## src/hw/rtl/indexed_min_heap_top_macros.svh

```systemverilog
// Assertion macros for the indexed min-heap RTL.
// Needs signals clk and rst_n in the scope of each use.
`ifndef INDEXED_MIN_HEAP_TOP_MACROS_SVH
`define INDEXED_MIN_HEAP_TOP_MACROS_SVH
`ifndef SYNTHESIS
`define IMH_ASSERT(lbl, cond, msg) \
  lbl: assert property (@(posedge clk) disable iff (!rst_n) (cond)) else $error(msg);
`define IMH_ASSERT_NEXT(lbl, ante, cons, msg) \
  lbl: assert property (@(posedge clk) disable iff (!rst_n) (ante) |=> (cons)) else $error(msg);
`else
`define IMH_ASSERT(lbl, cond, msg)
`define IMH_ASSERT_NEXT(lbl, ante, cons, msg)
`endif
`endif

```

## src/hw/rtl/imh_pkg.sv

```systemverilog
// Shared types, constants and the key compare for the indexed min-heap.
// No dependencies.
package imh_pkg;

  localparam int CAPACITY = 256;
  localparam int KEY_BITS = 32;
  localparam int POS_W    = $clog2(CAPACITY);
  localparam int CNT_W    = $clog2(CAPACITY + 1);
  localparam int KID_W    = POS_W + 2;
  localparam int SLOT_W   = 8;
  localparam int CMD_W    = 2;
  localparam int STS_W    = 2;

  typedef enum logic [CMD_W-1:0] {
    CMD_INSERT   = 2'd0,
    CMD_EXTRACT  = 2'd1,
    CMD_DECREASE = 2'd2,
    CMD_PEEK     = 2'd3
  } cmd_t;

  typedef enum logic [STS_W-1:0] {
    STS_OK       = 2'd0,
    STS_FULL     = 2'd1,
    STS_EMPTY    = 2'd2,
    STS_DEC_REJ  = 2'd3
  } status_t;

  typedef enum logic [4:0] {
    ST_CLEAR, ST_IDLE, ST_DISPATCH, ST_INS_RD, ST_UP_CHK, ST_UP_PAR, ST_UP_CMP,
    ST_UP_SW2, ST_DEC_CHK, ST_PEEK_RD, ST_PEEK_KEY, ST_EXT_RD0, ST_EXT_RD1,
    ST_EXT_SW1, ST_EXT_SW2, ST_DN_R, ST_DN_RD_R, ST_DN_CMP_R, ST_DN_L,
    ST_DN_RD_L, ST_DN_CMP_L, ST_DN_DEC, ST_DN_SW2, ST_DONE
  } state_t;

  typedef enum logic [4:0] {
    OP_CLEAR, OP_IDLE, OP_DISPATCH, OP_INS_RD, OP_UP_CHK, OP_UP_PAR, OP_UP_CMP,
    OP_UP_SW2, OP_DEC_CHK, OP_PEEK_RD, OP_PEEK_KEY, OP_EXT_RD0, OP_EXT_RD1,
    OP_EXT_SW1, OP_EXT_SW2, OP_DN_R, OP_DN_RD_R, OP_DN_CMP_R, OP_DN_L,
    OP_DN_RD_L, OP_DN_CMP_L, OP_DN_DEC, OP_DN_SW2, OP_DONE
  } dp_op_t;

  typedef struct packed {
    dp_op_t op;
  } ctl_t;

  typedef struct packed {
    cmd_t cmd;
    logic in_valid;
    logic full;
    logic empty;
    logic p_zero;
    logic up_stop;
    logic dec_bad;
    logic r_in;
    logic l_in;
    logic best_self;
    logic clr_last;
    logic out_free;
  } sts_t;

  // Less-or-equal on keys; signed order flips the sign bits first.
  function automatic logic key_leq(logic [KEY_BITS-1:0] a, logic [KEY_BITS-1:0] b,
                                   logic sgn);
    logic [KEY_BITS-1:0] fa;
    logic [KEY_BITS-1:0] fb;
    fa = a ^ {sgn, {(KEY_BITS-1){1'b0}}};
    fb = b ^ {sgn, {(KEY_BITS-1){1'b0}}};
    return fa <= fb;
  endfunction

endpackage

```

## src/hw/rtl/imh_ctrl.sv

```systemverilog
// Sequencer for the indexed min-heap: walks insert, extract, decrease and peek.
// Depends on imh_pkg; drives the datapath through ctl_t, reads sts_t.
module imh_ctrl (
  input  logic            clk,
  input  logic            rst_n,
  input  imh_pkg::sts_t   sts,
  output imh_pkg::ctl_t   ctl
);
  imh_pkg::state_t state_r, state_nxt;

  always_ff @(posedge clk) begin
    if (!rst_n) begin
      state_r <= imh_pkg::ST_CLEAR;
    end else begin
      state_r <= state_nxt;
    end
  end

  // next state
  always_comb begin
    state_nxt = state_r;
    case (state_r)
      imh_pkg::ST_CLEAR:    if (sts.clr_last) state_nxt = imh_pkg::ST_IDLE;
      imh_pkg::ST_IDLE:     if (sts.in_valid) state_nxt = imh_pkg::ST_DISPATCH;
      imh_pkg::ST_DISPATCH: begin
        case (sts.cmd)
          imh_pkg::CMD_INSERT:
            state_nxt = sts.full ? imh_pkg::ST_DONE : imh_pkg::ST_INS_RD;
          imh_pkg::CMD_EXTRACT:
            state_nxt = sts.empty ? imh_pkg::ST_DONE : imh_pkg::ST_EXT_RD0;
          imh_pkg::CMD_DECREASE:
            state_nxt = imh_pkg::ST_DEC_CHK;
          default:
            state_nxt = sts.empty ? imh_pkg::ST_DONE : imh_pkg::ST_PEEK_RD;
        endcase
      end
      imh_pkg::ST_INS_RD:   state_nxt = imh_pkg::ST_UP_CHK;
      imh_pkg::ST_UP_CHK:
        state_nxt = sts.p_zero ? imh_pkg::ST_DONE : imh_pkg::ST_UP_PAR;
      imh_pkg::ST_UP_PAR:   state_nxt = imh_pkg::ST_UP_CMP;
      imh_pkg::ST_UP_CMP:
        state_nxt = sts.up_stop ? imh_pkg::ST_DONE : imh_pkg::ST_UP_SW2;
      imh_pkg::ST_UP_SW2:   state_nxt = imh_pkg::ST_UP_CHK;
      imh_pkg::ST_DEC_CHK:
        state_nxt = sts.dec_bad ? imh_pkg::ST_DONE : imh_pkg::ST_UP_CHK;
      imh_pkg::ST_PEEK_RD:  state_nxt = imh_pkg::ST_PEEK_KEY;
      imh_pkg::ST_PEEK_KEY: state_nxt = imh_pkg::ST_DONE;
      imh_pkg::ST_EXT_RD0:  state_nxt = imh_pkg::ST_EXT_RD1;
      imh_pkg::ST_EXT_RD1:  state_nxt = imh_pkg::ST_EXT_SW1;
      imh_pkg::ST_EXT_SW1:  state_nxt = imh_pkg::ST_EXT_SW2;
      imh_pkg::ST_EXT_SW2:  state_nxt = imh_pkg::ST_DN_R;
      imh_pkg::ST_DN_R:
        state_nxt = sts.r_in ? imh_pkg::ST_DN_RD_R : imh_pkg::ST_DN_L;
      imh_pkg::ST_DN_RD_R:  state_nxt = imh_pkg::ST_DN_CMP_R;
      imh_pkg::ST_DN_CMP_R: state_nxt = imh_pkg::ST_DN_L;
      imh_pkg::ST_DN_L:
        state_nxt = sts.l_in ? imh_pkg::ST_DN_RD_L : imh_pkg::ST_DN_DEC;
      imh_pkg::ST_DN_RD_L:  state_nxt = imh_pkg::ST_DN_CMP_L;
      imh_pkg::ST_DN_CMP_L: state_nxt = imh_pkg::ST_DN_DEC;
      imh_pkg::ST_DN_DEC:
        state_nxt = sts.best_self ? imh_pkg::ST_DONE : imh_pkg::ST_DN_SW2;
      imh_pkg::ST_DN_SW2:   state_nxt = imh_pkg::ST_DN_R;
      imh_pkg::ST_DONE:     if (sts.out_free) state_nxt = imh_pkg::ST_IDLE;
      default:              state_nxt = imh_pkg::ST_IDLE;
    endcase
  end

  // outputs: one datapath step per state
  always_comb begin
    ctl.op = imh_pkg::OP_IDLE;
    case (state_r)
      imh_pkg::ST_CLEAR:    ctl.op = imh_pkg::OP_CLEAR;
      imh_pkg::ST_IDLE:     ctl.op = imh_pkg::OP_IDLE;
      imh_pkg::ST_DISPATCH: ctl.op = imh_pkg::OP_DISPATCH;
      imh_pkg::ST_INS_RD:   ctl.op = imh_pkg::OP_INS_RD;
      imh_pkg::ST_UP_CHK:   ctl.op = imh_pkg::OP_UP_CHK;
      imh_pkg::ST_UP_PAR:   ctl.op = imh_pkg::OP_UP_PAR;
      imh_pkg::ST_UP_CMP:   ctl.op = imh_pkg::OP_UP_CMP;
      imh_pkg::ST_UP_SW2:   ctl.op = imh_pkg::OP_UP_SW2;
      imh_pkg::ST_DEC_CHK:  ctl.op = imh_pkg::OP_DEC_CHK;
      imh_pkg::ST_PEEK_RD:  ctl.op = imh_pkg::OP_PEEK_RD;
      imh_pkg::ST_PEEK_KEY: ctl.op = imh_pkg::OP_PEEK_KEY;
      imh_pkg::ST_EXT_RD0:  ctl.op = imh_pkg::OP_EXT_RD0;
      imh_pkg::ST_EXT_RD1:  ctl.op = imh_pkg::OP_EXT_RD1;
      imh_pkg::ST_EXT_SW1:  ctl.op = imh_pkg::OP_EXT_SW1;
      imh_pkg::ST_EXT_SW2:  ctl.op = imh_pkg::OP_EXT_SW2;
      imh_pkg::ST_DN_R:     ctl.op = imh_pkg::OP_DN_R;
      imh_pkg::ST_DN_RD_R:  ctl.op = imh_pkg::OP_DN_RD_R;
      imh_pkg::ST_DN_CMP_R: ctl.op = imh_pkg::OP_DN_CMP_R;
      imh_pkg::ST_DN_L:     ctl.op = imh_pkg::OP_DN_L;
      imh_pkg::ST_DN_RD_L:  ctl.op = imh_pkg::OP_DN_RD_L;
      imh_pkg::ST_DN_CMP_L: ctl.op = imh_pkg::OP_DN_CMP_L;
      imh_pkg::ST_DN_DEC:   ctl.op = imh_pkg::OP_DN_DEC;
      imh_pkg::ST_DN_SW2:   ctl.op = imh_pkg::OP_DN_SW2;
      imh_pkg::ST_DONE:     ctl.op = imh_pkg::OP_DONE;
      default:              ctl.op = imh_pkg::OP_IDLE;
    endcase
  end
endmodule

```

## config.mk

```make
export PLATFORM = sky130hd
export DESIGN_NAME = imh_ctrl
export DESIGN_NICKNAME = d
export VERILOG_FILES = /design/src/hw/rtl/indexed_min_heap_top_macros.svh /design/src/hw/rtl/imh_pkg.sv /design/src/hw/rtl/imh_ctrl.sv
export SDC_FILE = /design/constraint.sdc
export NUM_CORES = 1
export LEC_CHECK = 0
export BUFFER_PORTS_ARGS = -buffer_cell sky130_fd_sc_hd__buf_2
export CORE_AREA = 2 2 39 41
export CTS_CLUSTER_DIAMETER = 30
export DETAILED_ROUTE_END_ITERATION = 12
export DIE_AREA = 0 0 41 43
export MAX_ROUTING_LAYER = met4
export PLACE_DENSITY = 0.75
export SLEW_MARGIN = 20
export SYNTH_ARGS = -nofsm -noshare
export SYNTH_HDL_FRONTEND = slang
export SYNTH_SLANG_ARGS = --single-unit
```

## constraint.sdc

```tcl
create_clock -name clk -period 2.5 [get_ports clk]
set_input_delay 0.5 -clock clk [delete_from_list [all_inputs] [get_ports clk]]
set_output_delay 0.5 -clock clk [all_outputs]
set_load 0.1 [all_outputs]
```

# ---- Word level (Yosys, flattened, before mapping)
# Memory sizes are Yosys's and may differ from the RTL's. A register that Yosys moved wholly into a read port is not among the register bits.
# Cells that the tools add are included.
dict set report word_totals {
  register_bits 5
  romBits 160
  in_bits 15
  output_inout_bits 5
  wordCells 51
  n_memories 1
}
# memory words word_bits rd rd_clocked_by_memory_dff wr line_no
set memory_table {}
lappend memory_table {{(no name shown)} 32 5 1 1 0 imh_ctrl.sv:71} ;# case (state_r)
dict set report classes {
  eq_ne 28
  n_mux 16
  n_reduce_logical 5
}
# cell count
set ops {}
lappend ops {{$pmux 5 s22} 1}
lappend ops {{$mux 5} 11}
lappend ops {{$eq 5x4->1 const B} 8}
lappend ops {{$eq 5x5->1 const B} 8}
lappend ops {{$eq 5x3->1 const B} 4}
lappend ops {{$pmux 5 s3} 1}
lappend ops {{$eq 5x2->1 const B} 2}
lappend ops {{$ne 2x2->1 const B} 3}
lappend ops {{$eq 5x1->1 const B} 1}
lappend ops {{$logic_not 5->1} 1}
lappend ops {{$reduce_or 2->1} 2}
lappend ops {{$mux 3} 1}
lappend ops {{$reduce_and 3->1} 1}
lappend ops {{$eq 2x1->1 const B} 1}
lappend ops {{$eq 2x2->1 const B} 1}
lappend ops {{$logic_not 2->1} 1}
lappend ops {{$mux 2} 1}
lappend ops {{$mux 1} 1}

# ---- Logic depth before layout (Yosys ltp)
dict set report logic_depth {
  word_depth 5
  mapped_depth 6
  depth_no_buf 5
}

# ---- Worst setup path after synthesis
# OpenSTA, ideal clock, no wires.
dict set report synth_path {
  path_type {register to output}
  startpoint {register, netlist name ctl[0]}
  endpoint {output port ctl[0] (netlist name)}
  arrival_ns 0.909
  path_slack_ns 1.091
  path_stages_with_launch 1
  path_buffers 0
  path_cell_list {dfxtp_1}
}
# item line_no
set synth_rtl {}
lappend synth_rtl {{end, declared} imh_ctrl.sv:7} ;# output imh_pkg::ctl_t ctl
# No word-level cell between the ends.

# ---- Worst setup path in the final report
dict set report layout_path {
  startpoint {register state_r[4]}
  endpoint {register state_r[4]}
}
dict set report layout_via {
  elab_chain_cells 3
}
# item line_no
set layout_rtl {}
lappend layout_rtl {{start, declared} imh_ctrl.sv:9} ;# imh_pkg::state_t state_r, state_nxt;
lappend layout_rtl {{start signal, assigned} imh_ctrl.sv:13} ;# state_r <= imh_pkg::ST_CLEAR;
lappend layout_rtl {{start signal, assigned} imh_ctrl.sv:15} ;# state_r <= state_nxt;
lappend layout_rtl {{$eq 5x5->1, or another cell as far along} imh_ctrl.sv:22} ;# case (state_r)
lappend layout_rtl {{$reduce_or 2->1 (no source line) or $ne 2x2->1 (tied branches)} -}
lappend layout_rtl {{$pmux 5 s22 or $reduce_and 3->1 (tied branches)} -}
# Several ways; a longest one is shown, not always the timed one.
# A chain may end at the register's enable or synchronous reset.

==> run_results.csv <==
group,metric,value,unit
status,status,"finished clean",
hold_path,hp-class,"input pin to flop",
sta,finalSetupViolCount,0,
detailed_routing,totalWireLength,1.680,mm
placement,dp_slack,877.8,ps
cells_and_area,utilization,57.78,%
cts,cts_buffers,3,
yosys,syn_area,683.2,sq um
cts,postCtsResizedCells,0,
pwr,cellLeakagePower,0.3398,nW
detailed_routing,drt-pass1-iter-count,4,
sta,slew_violations,0,
cells_and_area,n_fill_cell,120,
global_route,grt_max_degree,21,
pwr,p_clk_share,14.6,%
yosys,ys_types,30,
cells_and_area,layout_common_cells,"buf_2, nand2_1, nor2_1",
pwr,p_switching,0.5447,mW
yosys,yosys_warnings,0,
cts,clock_latency,280,ps
sta,max-slew-margin-rel,61.87,%
placement,portBuffers,19,
sta,tightest_slew,571.2,ps
floorplan,io_pins,20,
floorplan,dieArea,1763,sq um
cells_and_area,insertedDiodeCount,0,
pwr,ir_drop,671.0,uV
worst_setup_path,critPathBufInv,0,
sta,max_clock_freq,0.6178,GHz
yosys,yosysSeqAreaShare,29.30,%
sta,period_share,64.75,%
sta,holdWs,539.0,ps
global_route,use_met3,8.901,%
cts,clockBufferDepth,2,
yosys,synth-seq-cells,10,
cts,post-cts-setup-buffers,0,
yosys,avgSynthCellArea,7.116,sq um
hold_path,min_path_cells,2,
flow_run,maxCapViolCount,0,
worst_setup_path,cp_slowest_cell,"dfxtp_1",
global_route,grt_pass1_wl,2.704,mm
cts,cts_tree,"done",
sta,finalHoldViolations,0,
worst_setup_path,critPathRequiredTime,2660,ps
worst_setup_path,reg2reg_depth,5,
sta,rsz0062_at_grt,"no",
worst_setup_path,worstPathArrival,1770,ps
detailed_routing,drtAntennaViolNets,0,
cts,ctsHoldBuffers,0,
cells_and_area,drive_gt1_share,21.24,%
worst_setup_path,cp_top_family,"flip-flops",
floorplan,die_h,43,microns
pwr,power_frac_comb,54.2,%
worst_setup_path,crit_path_start_kind,"flop",
detailed_routing,drc,0,
cells_and_area,finalNetCount,129,
sta,fin_crit,1619,ps
pwr,power_density,1275,nW/um^2
floorplan,start_util,49.37,%
worst_setup_path,cp_common_cell,"nor2_1",
detailed_routing,wl_per_cell,13.02,microns
pwr,total_power,1.019,mW
worst_setup_path,crit_chain,"nor2_1, nand2_1, nor2_1, a21o_1, o31a_1",
worst_setup_path,cp-end-kind,"flop",
worst_setup_path,slowest_delay,680,ps
global_route,grt_pass1_vias,677,
placement,globalplace.congestion,0.8149,
sta,worst_slack,881.3,ps
pwr,internal_power,0.4744,mW
global_route,busiest_layer,"met2",
global_route,grt_overflow,0,
worst_setup_path,path_max_fanout,20,
global_route,met1_usage,28.43,%
floorplan,core_area,1384,sq um
yosys,synth_nets,111,
sta,fin_setup_tns,0,ps
cts,cts_sinks,10,
detailed_routing,vias,789,
floorplan,num_rows,14,
global_route,grt_util_all_layers,22.85,%
cts,cts-root-buf,"clkbuf_4",
global_route,met2_usage,33.44,%
cts,clk_pin_slew,60,ps
pwr,switching_share,53.45,%
pwr,seqPwrFrac,31.1,%
cts,htree_levels,1,
global_route,antenna_found_initial,0,
cells_and_area,final_common_cell,"buf_2",
worst_setup_path,critPathKind,"flop to flop",
cells_and_area,area_growth,17.03,%
detailed_routing,viasPerCell,6.116,
placement,hpwl,1.279,mm
floorplan,die_w,41,microns
detailed_routing,drt-initial-drc-count,73,
yosys,syn_inst,96,
worst_setup_path,crit_cells,5,
sta,finClkSkew,13.70,ps
-- stage by stage --
stage | area (sq um) | instances
2_1_floorplan | 683.2 | 96
3_3_place_gp | 763.2 | 125
3_5_place_dp | 763.2 | 125
4_1_cts | 799.5 | 129
5_1_grt | 799.5 | 129
6_report | 799.5 | 129
-- power groups by stage --
stage | clock (mW) | sequential (mW) | combinational, mW
3_5_place_dp | 0 | 0.315 | 0.550
5_1_grt | 0.159 | 0.328 | 0.605
2_1_floorplan | 0 | 0.434 | 0.354
3_3_place_gp | 0 | 0.317 | 0.543
4_1_cts | 0.150 | 0.312 | 0.551
6_report | 0.149 | 0.317 | 0.553
-- cells by family after synthesis --
group,synth area share [%]
AND/OR/NAND/NOR,25.82
buffers and inverters,6.776
flip-flops,29.30
AO/OA/AOI/OAI,38.10
-- per-layer routing --
| layer | part of all wire, % | wire, microns |
|---|---|---|
| met5 | 0 | 0 |
| met4 | 1.7 | 28 |
| met3 | 11 | 181 |
| met2 | 46 | 773 |
| met1 | 41 | 696 |
-- worst paths after layout --
check / from / end / slack, ps
max: state_r[4] / state_r[4] / 880
min: rst_n / ctl[4] / 540
max reg2reg: state_r[4] / state_r[4] / 880
min reg2reg: state_r[2] / ctl[0] / 740
-- registers in the layout, summed over array words and instances (netlist names) --
name / flops
ctl: 5
state_r: 5
-- cell usage after synthesis --
cell	n	share of area, %
nand2_1	12	6.6
nor2_1	11	6.0
dfxtp_1	10	29
a31oi_1	7	6.4
o21ai_1	5	3.7
a21oi_1	4	2.9
buf_2	4	2.9
nand2b_1	4	3.7
nor2b_1	4	3.7
a21o_1	3	3.3
and2_1	3	2.7
nor3_1	3	2.2
o21ai_0	3	2.2
o22ai_1	3	2.7
a22oi_1	2	2.2
inv_1	2	1.1
o21a_1	2	2.2
o31a_1	2	2.6
a211oi_1	1	1.1
a21boi_0	1	1.1
a222oi_1	1	1.5
a32oi_1	1	1.3
buf_6	1	1.6
clkbuf_1	1	0.55
inv_2	1	0.55
nand4_1	1	0.92
o21bai_1	1	1.1
o311ai_1	1	1.3
o31ai_1	1	1.1
o32a_1	1	1.5
-- layout make-up --
class / count / area (sq um) / share of cell area [%]
inverter: 3 / 11.26 / 1.408
sequential: 10 / 200.2 / 25.04
clock buffer: 4 / 36.28 / 4.538
tap: 16 / 20.02 / 2.504
timing repair buffer: 19 / 95.09 / 11.89
multi-input combinational: 77 / 436.7 / 54.62
Power figures use the tool's default switching activity.
